$ cat src/design/vfd_pkg.sv
// Package for the clock display refresh block: transfer types, codes,
// segment table and decimal digit split. No dependencies.
package vfd_pkg;

  typedef enum logic [1:0] {
    ACT_TICK = 2'd0,
    ACT_TIME = 2'd1,
    ACT_DATE = 2'd2,
    ACT_NONE = 2'd3
  } action_e;

  typedef enum logic [1:0] {
    CFG_DIM_SHIFT  = 2'd0,
    CFG_HOUR_MODE  = 2'd1,
    CFG_DATE_ORDER = 2'd2,
    CFG_UNUSED     = 2'd3
  } cfg_idx_e;

  typedef enum logic [1:0] {
    HM_24H    = 2'd0,
    HM_12H    = 2'd1,
    HM_12H_NZ = 2'd2,
    HM_12H_X  = 2'd3
  } hour_mode_e;

  typedef enum logic {
    ST_IDLE,
    ST_SHIFT
  } shf_state_e;

  localparam int unsigned REND_DIGITS = 6;
  localparam logic [7:0]  DOT_BIT     = 8'h01;
  localparam logic [4:0]  NOLZ_END    = 5'd22;
  localparam int unsigned CFG_W       = 3;

  typedef struct packed {
    logic [1:0] action;
    logic [4:0] hour;
    logic [5:0] minute;
    logic [5:0] second;
    logic [5:0] dot_mask;
    logic [4:0] day;
    logic [3:0] month;
    logic [6:0] year;
  } in_t;

  typedef struct packed {
    logic serial_bit;
    logic latch_now;
  } out_t;

  typedef struct packed {
    logic load;
    logic start;
    logic on;
  } shf_cmd_t;

  typedef struct packed {
    logic busy;
  } shf_status_t;

  typedef struct packed {
    logic [3:0] tens;
    logic [3:0] ones;
  } digits_t;

  typedef logic [REND_DIGITS-1:0][7:0] pattern_t;

  function automatic logic [7:0] seg_of(input logic [3:0] d);
    logic [7:0] s;
    case (d)
      4'd0:    s = 8'hFC;
      4'd1:    s = 8'h60;
      4'd2:    s = 8'hDA;
      4'd3:    s = 8'hF2;
      4'd4:    s = 8'h66;
      4'd5:    s = 8'hB6;
      4'd6:    s = 8'hBE;
      4'd7:    s = 8'hE0;
      4'd8:    s = 8'hFE;
      4'd9:    s = 8'hF6;
      default: s = 8'h00;
    endcase
    return s;
  endfunction

  // reciprocal multiply, exact for values below 128
  function automatic digits_t split10(input logic [6:0] v);
    logic [14:0] p;
    digits_t     r;
    p      = 15'(v) * 15'd205;
    r.tens = p[14:11];
    r.ones = 4'(v - 7'(r.tens) * 7'd10);
    return r;
  endfunction

endpackage

$ cat src/design/vfd_clock_display_refresh.sv
// Top level of the clock display refresh block: configuration, dim counter,
// input control. Depends on vfd_pkg, vfd_render, vfd_shifter.
//
//   channel  direction  handshake                payload
//   in       input      in_valid_i / in_stall_o  in_data_i  (in_t)
//   out      output     out_valid_o / out_stall_i out_data_o (out_t)
//   cfg      input      cfg_we_i                 cfg_idx_i, cfg_data_i
//
// Render transfers update the store. A tick makes 8*NUM_DIGITS output
// transfers, one bit per cycle while the output is not stalled, from the
// rotating store register; the input stalls meanwhile.
// Output stalls hold the current bit. Reset clears store, counters, registers.
module vfd_clock_display_refresh import vfd_pkg::*; #(
  parameter int unsigned NUM_DIGITS = 6
) (
  input  logic             clk_i,
  input  logic             rst_ni,
  input  logic             in_valid_i,
  output logic             in_stall_o,
  input  in_t              in_data_i,
  output logic             out_valid_o,
  input  logic             out_stall_i,
  output out_t             out_data_o,
  input  logic             cfg_we_i,
  input  logic [1:0]       cfg_idx_i,
  input  logic [CFG_W-1:0] cfg_data_i
);

  logic [2:0]  dim_shift_q;
  logic [1:0]  hour_mode_q;
  logic        date_order_q;
  logic [7:0]  dim_count_q, dim_count_d;
  logic [7:0]  dim_inc;
  logic        in_xfer;
  shf_cmd_t    cmd;
  shf_status_t status;
  pattern_t    pattern;

  assign in_stall_o = status.busy;
  assign in_xfer    = in_valid_i && !status.busy;

  always_comb begin
    cmd.load  = in_xfer && (in_data_i.action == ACT_TIME || in_data_i.action == ACT_DATE);
    cmd.start = in_xfer && (in_data_i.action == ACT_TICK);
    cmd.on    = (dim_count_q == 8'd0);
    dim_inc   = dim_count_q + 8'd1;
    dim_count_d = dim_count_q;
    if (cmd.start) begin
      dim_count_d = (dim_inc == (8'd1 << dim_shift_q)) ? 8'd0 : dim_inc;
    end
  end

  always_ff @(posedge clk_i or negedge rst_ni) begin
    if (!rst_ni) begin
      dim_shift_q  <= '0;
      hour_mode_q  <= '0;
      date_order_q <= 1'b0;
      dim_count_q  <= '0;
    end else begin
      dim_count_q <= dim_count_d;
      if (cfg_we_i) begin
        unique case (cfg_idx_i)
          CFG_DIM_SHIFT: begin
            dim_shift_q <= cfg_data_i[2:0];
            dim_count_q <= '0;
          end
          CFG_HOUR_MODE:  hour_mode_q  <= cfg_data_i[1:0];
          CFG_DATE_ORDER: date_order_q <= cfg_data_i[0];
          default: ;
        endcase
      end
    end
  end

  vfd_render u_render (
    .data_i      (in_data_i),
    .hour_mode_i (hour_mode_q),
    .date_order_i(date_order_q),
    .pattern_o   (pattern)
  );

  vfd_shifter #(
    .NUM_DIGITS(NUM_DIGITS)
  ) u_shifter (
    .clk_i      (clk_i),
    .rst_ni     (rst_ni),
    .cmd_i      (cmd),
    .pattern_i  (pattern),
    .out_stall_i(out_stall_i),
    .out_valid_o(out_valid_o),
    .out_data_o (out_data_o),
    .status_o   (status)
  );

`ifndef SYNTHESIS
  a_dim_hold_busy: assert property (@(posedge clk_i) disable iff (!rst_ni)
    (status.busy && !cfg_we_i) |=> $stable(dim_count_q))
    else $error("dim counter moved during refresh");
  a_dim_range: assert property (@(posedge clk_i) disable iff (!rst_ni)
    $past(cmd.start) |-> (dim_count_q < (8'd1 << dim_shift_q) || dim_shift_q == 3'd0))
    else $error("dim counter beyond its period");
  a_tick_busy: assert property (@(posedge clk_i) disable iff (!rst_ni)
    cmd.start |=> status.busy)
    else $error("tick did not start a refresh");
`endif

endmodule

$ cat src/design/vfd_render.sv
// Segment pattern builder for render time and render date transfers.
// Depends on vfd_pkg.
module vfd_render import vfd_pkg::*; (
  input  in_t        data_i,
  input  logic [1:0] hour_mode_i,
  input  logic       date_order_i,
  output pattern_t   pattern_o
);

  logic [4:0] hour_f;
  digits_t    sec_d, min_d, hr_d, yr_d, mid_d, top_d;
  logic [4:0] mid_v, top_v;
  pattern_t   time_p, date_p;

  always_comb begin
    hour_f = data_i.hour;
    if (hour_mode_i != HM_24H) begin
      if (data_i.hour > 5'd12) begin
        hour_f = data_i.hour - 5'd12;
      end else if (data_i.hour == 5'd0) begin
        hour_f = 5'd12;
      end
    end
    sec_d = split10({1'b0, data_i.second});
    min_d = split10({1'b0, data_i.minute});
    hr_d  = split10({2'b00, hour_f});
    time_p[0] = seg_of(sec_d.ones);
    time_p[1] = seg_of(sec_d.tens);
    time_p[2] = seg_of(min_d.ones);
    time_p[3] = seg_of(min_d.tens);
    time_p[4] = seg_of(hr_d.ones);
    time_p[5] = seg_of(hr_d.tens);
    for (int i = 0; i < REND_DIGITS; i++) begin
      time_p[i][0] = data_i.dot_mask[i];
    end
    // in 12-hour no-zero mode, blank the hour tens digit for hours 13 to 21, keep its dot
    if (hour_mode_i == HM_12H_NZ && data_i.hour > 5'd12 && data_i.hour < NOLZ_END) begin
      time_p[5] = time_p[5] & DOT_BIT;
    end

    mid_v = date_order_i ? {1'b0, data_i.month} : data_i.day;
    top_v = date_order_i ? data_i.day : {1'b0, data_i.month};
    yr_d  = split10(data_i.year);
    mid_d = split10({2'b00, mid_v});
    top_d = split10({2'b00, top_v});
    date_p[0] = seg_of(yr_d.ones);
    date_p[1] = seg_of(yr_d.tens);
    date_p[2] = seg_of(mid_d.ones) | DOT_BIT;
    date_p[3] = seg_of(mid_d.tens);
    date_p[4] = seg_of(top_d.ones) | DOT_BIT;
    date_p[5] = seg_of(top_d.tens);

    pattern_o = (data_i.action == ACT_DATE) ? date_p : time_p;
  end

endmodule

$ cat src/design/vfd_shifter.sv
// Display store as a rotating shift register, one bit out per transfer.
// Depends on vfd_pkg.
module vfd_shifter import vfd_pkg::*; #(
  parameter int unsigned NUM_DIGITS = 6
) (
  input  logic        clk_i,
  input  logic        rst_ni,
  input  shf_cmd_t    cmd_i,
  input  pattern_t    pattern_i,
  input  logic        out_stall_i,
  output logic        out_valid_o,
  output out_t        out_data_o,
  output shf_status_t status_o
);

  localparam int unsigned BITS  = 8 * NUM_DIGITS;
  localparam int unsigned CNT_W = $clog2(BITS);
  localparam logic [CNT_W-1:0] LAST_BIT = CNT_W'(BITS - 1);

  shf_state_e       state_q, state_d;
  logic [CNT_W-1:0] cnt_q, cnt_d;
  logic [BITS-1:0]  store_q, store_d;
  logic             on_q, on_d;
  logic [BITS-1:0]  load_v;
  logic             xfer, last;

  always_comb begin
    for (int i = 0; i < NUM_DIGITS; i++) begin
      load_v[8*i +: 8] = (i < REND_DIGITS) ? pattern_i[i % REND_DIGITS] : 8'h00;
    end
  end

  assign xfer = (state_q == ST_SHIFT) && !out_stall_i;
  assign last = (cnt_q == LAST_BIT);

  always_ff @(posedge clk_i or negedge rst_ni) begin
    if (!rst_ni) begin
      state_q <= ST_IDLE;
      cnt_q   <= '0;
      store_q <= '0;
      on_q    <= 1'b0;
    end else begin
      state_q <= state_d;
      cnt_q   <= cnt_d;
      store_q <= store_d;
      on_q    <= on_d;
    end
  end

  always_comb begin
    state_d = state_q;
    cnt_d   = cnt_q;
    store_d = store_q;
    on_d    = on_q;
    unique case (state_q)
      ST_IDLE: begin
        if (cmd_i.load) begin
          store_d = load_v;
        end else if (cmd_i.start) begin
          on_d    = cmd_i.on;
          cnt_d   = '0;
          state_d = ST_SHIFT;
        end
      end
      ST_SHIFT: begin
        if (xfer) begin
          // rotate so the store is intact after a full pass
          store_d = {store_q[0], store_q[BITS-1:1]};
          cnt_d   = cnt_q + CNT_W'(1);
          if (last) begin
            cnt_d   = '0;
            state_d = ST_IDLE;
          end
        end
      end
      default: state_d = ST_IDLE;
    endcase
  end

  assign out_valid_o           = (state_q == ST_SHIFT);
  assign out_data_o.serial_bit = on_q & store_q[0];
  assign out_data_o.latch_now  = last;
  assign status_o.busy         = (state_q == ST_SHIFT);

`ifndef SYNTHESIS
  a_idle_cnt_zero: assert property (@(posedge clk_i) disable iff (!rst_ni)
    (state_q == ST_IDLE) |-> (cnt_q == '0))
    else $error("bit counter not cleared while idle");
  a_last_ends: assert property (@(posedge clk_i) disable iff (!rst_ni)
    (xfer && last) |=> (state_q == ST_IDLE))
    else $error("refresh did not end after last bit");
  a_no_load_busy: assert property (@(posedge clk_i) disable iff (!rst_ni)
    (state_q == ST_SHIFT) |-> !(cmd_i.load || cmd_i.start))
    else $error("command issued during refresh");
  a_store_hold: assert property (@(posedge clk_i) disable iff (!rst_ni)
    (state_q == ST_SHIFT && out_stall_i) |=> $stable(store_q))
    else $error("store moved while output stalled");
`endif

endmodule
$ cat config.mk
export PLATFORM = sky130hd
export DESIGN_NAME = vfd_clock_display_refresh
export DESIGN_NICKNAME = d
export VERILOG_FILES = /design/src/design/vfd_pkg.sv /design/src/design/vfd_clock_display_refresh.sv /design/src/design/vfd_render.sv /design/src/design/vfd_shifter.sv
export SDC_FILE = /design/constraint.sdc
export NUM_CORES = 1
export LEC_CHECK = 0
export BUFFER_PORTS_ARGS = -buffer_cell sky130_fd_sc_hd__buf_2
export CORE_MARGIN = 5
export CORE_UTILIZATION = 35
export DETAILED_ROUTE_END_ITERATION = 8
export REMOVE_ABC_BUFFERS = 1
export SLEW_MARGIN = 15
export SYNTH_ARGS = -nofsm -noshare
export SYNTH_HDL_FRONTEND = slang
export SYNTH_HIERARCHICAL = 1
export SYNTH_SLANG_ARGS = --single-unit
$ cat constraint.sdc
create_clock -name clk_i -period 5.9 [get_ports clk_i]
set_input_delay 0.295 -clock clk_i [delete_from_list [all_inputs] [get_ports clk_i]]
set_output_delay 0.295 -clock clk_i [all_outputs]
set_load 0.03 [all_outputs]
==> metrics.md <==
| Metric | Value |
|---|---|
| Status | `finished clean` |
| Vias per std cell | `5.047` |
| GRT overflow | `0` |
| Critical Path AT | `5.90 ns` |
| CP Class | `reg2reg` |
| Post-synthesis cell area | `0.01041 mm^2` |
| DRT Pass-1 Iters | `5` |
| Most used cell, CP | `ha_1` |
| Site Rows | `63` |
| Area grow syn2layout | `10.79%` |
| Detailed Route Iter0 Violations | `456` |
| Final setup violating endpoints | `0` |
| Slew @ Worst Pin | `0.9862 ns` |
| Synthesis-stage register bit count | `70` |
| Hold Crit Class | `in2async` |
| Chip Width | `182.5 um` |
| Pwr dens | `423.1 mW/mm^2` |
| Tcrit/Tclk final | `0.9627` |
| Register area share after synthesis | `0.1682` |
| Final Hold Fails | `0` |
| Most frequent cells in the layout | `ha_1 (204), inv_1 (133), mux2_2 (86)` |
| Leakage | `5.721 nW` |
| Worst path slowest cell | `dfrtp_1` |
| Root buf cell | `clkbuf_16` |
| GP Congestion | `0.8635` |
| Antenna Cells | `0` |
| Synth unique cells | `85` |
| Cell Int Power | `2.763 mW` |
| Residual DRC | `0` |
| Initial Util | `0.3532` |
| Syn avg cell area | `9.347 um^2` |
| Via count | `7869` |
| Seq pwr share | `0.172` |
| Max_cap viols | `0` |
| Unrepaired setup endpoints after global routing | `false` |
| TNS Setup | `0 ns` |
| Setup slack, reg-to-reg | `0.22 ns` |
| Share of flip-flops with an asynchronous set or reset | `1.000` |
| Most used DFF post-synth | `dfrtp_1` |
| Highest clock rate | `0.1761 GHz` |
| Initial antenna violation count | `0` |
| IO Port Bufs | `54` |
| DPL Wire Length | `16680 um` |
| Non-Filler Instances | `1559` |
| Overall die height | `182.5 um` |
| Post-layout min period | `5.680 ns` |
| Cells after synthesis | `1114` |
| Core area | `0.02948 mm^2` |
| Ys Warns | `6` |
| Setup ws final | `0.2201 ns` |
| Level count of the clock H-tree | `3` |
| WHS | `0.06667 ns` |
| Largest net degree at the start of global routing | `71` |
| Crit path max fanout | `5` |
| Power share of the clock group | `0.114` |
| Switching Share | `0.4338` |
| TritonCTS Sinks | `70` |
| TritonCTS Buffers | `9` |
| First-pass GRT wire length | `36620 um` |
| CP endpoint kind | `flop` |
| Final ANT Viol Nets | `0` |
| DR WL/cell | `13.57 um` |
| Worst setup SP type | `flop` |
| Io pins | `55` |
| WP data required | `6.12 ns` |
| Number of global-route vias before repair | `7735` |
| Tot GR Track Use | `0.1270` |
| Net Switching | `2.117 mW` |
| Most common cell after layout, fill and taps aside | `ha_1` |
| Final clock skew | `0.01002 ns` |
| Clock Path Buffers | `2` |
| Pre-CTS setup slack | `-0.1099 ns` |
| Relative slew slack | `0.3411` |
| Share of cells above drive strength 1 | `0.2147` |
| CP max stage delay | `0.43 ns` |
| CTS clk-pin slew, worst paths | `0.07 ns` |
| Post-layout util | `0.3913` |
| Gate power share | `0.715` |
| Setup bufs post-CTS | `0` |
| Nets@finish | `1451` |
| Worst skew pair latency | `0.34 ns` |
| CTS tree | `yes` |
| Dpl cells | `1543` |
| Cells along the critical path | `o22a_2, and2_1, mux2_4, ha_1, ha_1, ha_1, ha_1, a21o_1, a21oi_1, nor2_1, a211oi_4, xnor2_2, inv_1, ha_1, fa_1, xnor2_1, xnor3_1, and3_2, nor4_1, a21oi_1, mux2_2, mux2_2` |
| Slew Viols, Final | `0` |
| Die area | `0.03330 mm^2` |
| EDFF count, synth | `0` |
| DRT Wirelength | `21160 um` |
| Worst vdd ir | `0.1552 mV` |
registers in the layout, summed over array words and instances (netlist names):
name,count
dim_count_q,8
dim_shift_q,3
date_order_q,1
u_shifter/out_valid_o,1
hour_mode_q,2
u_shifter/cnt_q,6
u_shifter/on_q,1
u_shifter/store_q,48
final timing paths:
kind	startpoint	end	cells after the start
min reg2reg	u_shifter/on_q$_DFFE_PN0P_	u_shifter/on_q$_DFFE_PN0P_	1
max reg2reg	hour_mode_q[1]$_DFFE_PN0P_	u_shifter/store_q[33]$_DFFE_PN0P_	22
max	hour_mode_q[1]$_DFFE_PN0P_	u_shifter/store_q[33]$_DFFE_PN0P_	22
max in group asynchronous	rst_ni	date_order_q$_DFFE_PN0P_	1
min	rst_ni	u_shifter/cnt_q[0]$_DFFE_PN0P_	1
min in group clk_i	cfg_data_i[2]	dim_shift_q[2]$_DFFE_PN0P_	3
power by group through the flow:
stage / clock network [mW] / registers [mW] / logic (mW)
detailed placement: 0 / 0.844 / 3.45
global placement: 0 / 0.836 / 3.39
floorplan: 0 / 0.853 / 2.69
global route: 0.592 / 0.868 / 3.93
CTS: 0.566 / 0.836 / 3.48
finish: 0.554 / 0.838 / 3.49
stage by stage:
step / power [mW] / cell area [um^2]
global route: 5.387 / 11540
floorplan: 3.543 / 10160
detailed placement: 4.294 / 11160
CTS: 4.879 / 11460
global placement: 4.223 / 11160
finish: 4.880 / 11540
worst max-delay path, delay by kind of cell (launching register included):
| kind | cells | cell delay (ns) |
|---|---|---|
| DFF | 1 | 0.43 |
| AOI/OAI and AO/OA | 5 | 0.99 |
| buffers and inverters | 1 | 0.07 |
| adders and majority gates | 6 | 1.83 |
| muxes | 3 | 0.83 |
| and+or+nand+nor | 4 | 0.83 |
| xor gates and xnor gates | 3 | 0.60 |
synthesized netlist by cell type (all sizes together), types with 4 or more instances:
| cell type | number | area [um^2] |
|---|---|---|
| a22oi | 5 | 37.54 |
| nor2b | 8 | 50.05 |
| a21oi | 45 | 240.2 |
| nand3b | 7 | 52.55 |
| a21o | 12 | 90.09 |
| nor3b | 7 | 52.55 |
| or3 | 8 | 50.05 |
| nand3 | 43 | 220.2 |
| a211oi | 11 | 95.09 |
| dfrtp | 70 | 1752 |
| or3b | 4 | 35.04 |
| o21ai | 39 | 195.2 |
| a31oi | 10 | 68.81 |
| nor2 | 44 | 165.2 |
| mux2i | 17 | 170.2 |
| a21boi | 4 | 30.03 |
| xnor3 | 4 | 90.09 |
| a2bb2oi | 4 | 35.03 |
| nand2 | 55 | 206.5 |
| inv | 133 | 499.2 |
| clkbuf | 21 | 78.83 |
| xnor2 | 30 | 281.5 |
| buf | 23 | 162.7 |
| or2 | 10 | 62.56 |
| nor4 | 4 | 25.02 |
| and2 | 12 | 75.07 |
| xor2 | 11 | 103.9 |
| and3 | 12 | 76.33 |
| o32ai | 4 | 35.03 |
| o211ai | 11 | 87.58 |
| mux2 | 107 | 1284 |
| nand2b | 12 | 75.07 |
| fa | 32 | 640.6 |
| nor3 | 21 | 116.4 |
| nand4 | 11 | 68.82 |
| ha | 204 | 2552 |
| a311oi | 5 | 43.79 |
| a221oi | 5 | 43.79 |
metal layers:
layer  vias to the layer above  GRT usage  routed length [um]
met1                      3717     0.1792               10620
met2                        79     0.2132                9941
li1                       4059          -                   -
met5                         -          0                   0
met4                         0    0.02432                 195
met3                        14    0.01136                 407
cell families (layout without fill, tap and decap cells):
kind of cell,count (synthesis),count (layout),synth area share
xor gates and xnor gates,45,45,0.04566
adders and majority gates,236,236,0.3067
DFF,70,70,0.1682
AOI/OAI and AO/OA,192,192,0.1286
and+or+nand+nor,269,269,0.1393
muxes,124,124,0.1396
buffers and inverters,178,233,0.07198
layout make-up:
type                    count  area [um^2]
fillers                  2930        17940
multi-input cells         866         7993
flip-flops and latches     70         1754
inverters                 133        499.2
repair buffers             84        498.0
well taps                 390        488.0
clock buffers               9        225.2
clock inverters             7        78.83
what timing repair did:
action / CTS / global route
endpoints found under the hold margin: 0 / 0
hold buffers: 0 / 0
endpoints found under the setup margin: 0 / 19
gates resized for setup: 0 / 17
(Power assumes the default switching activity.)
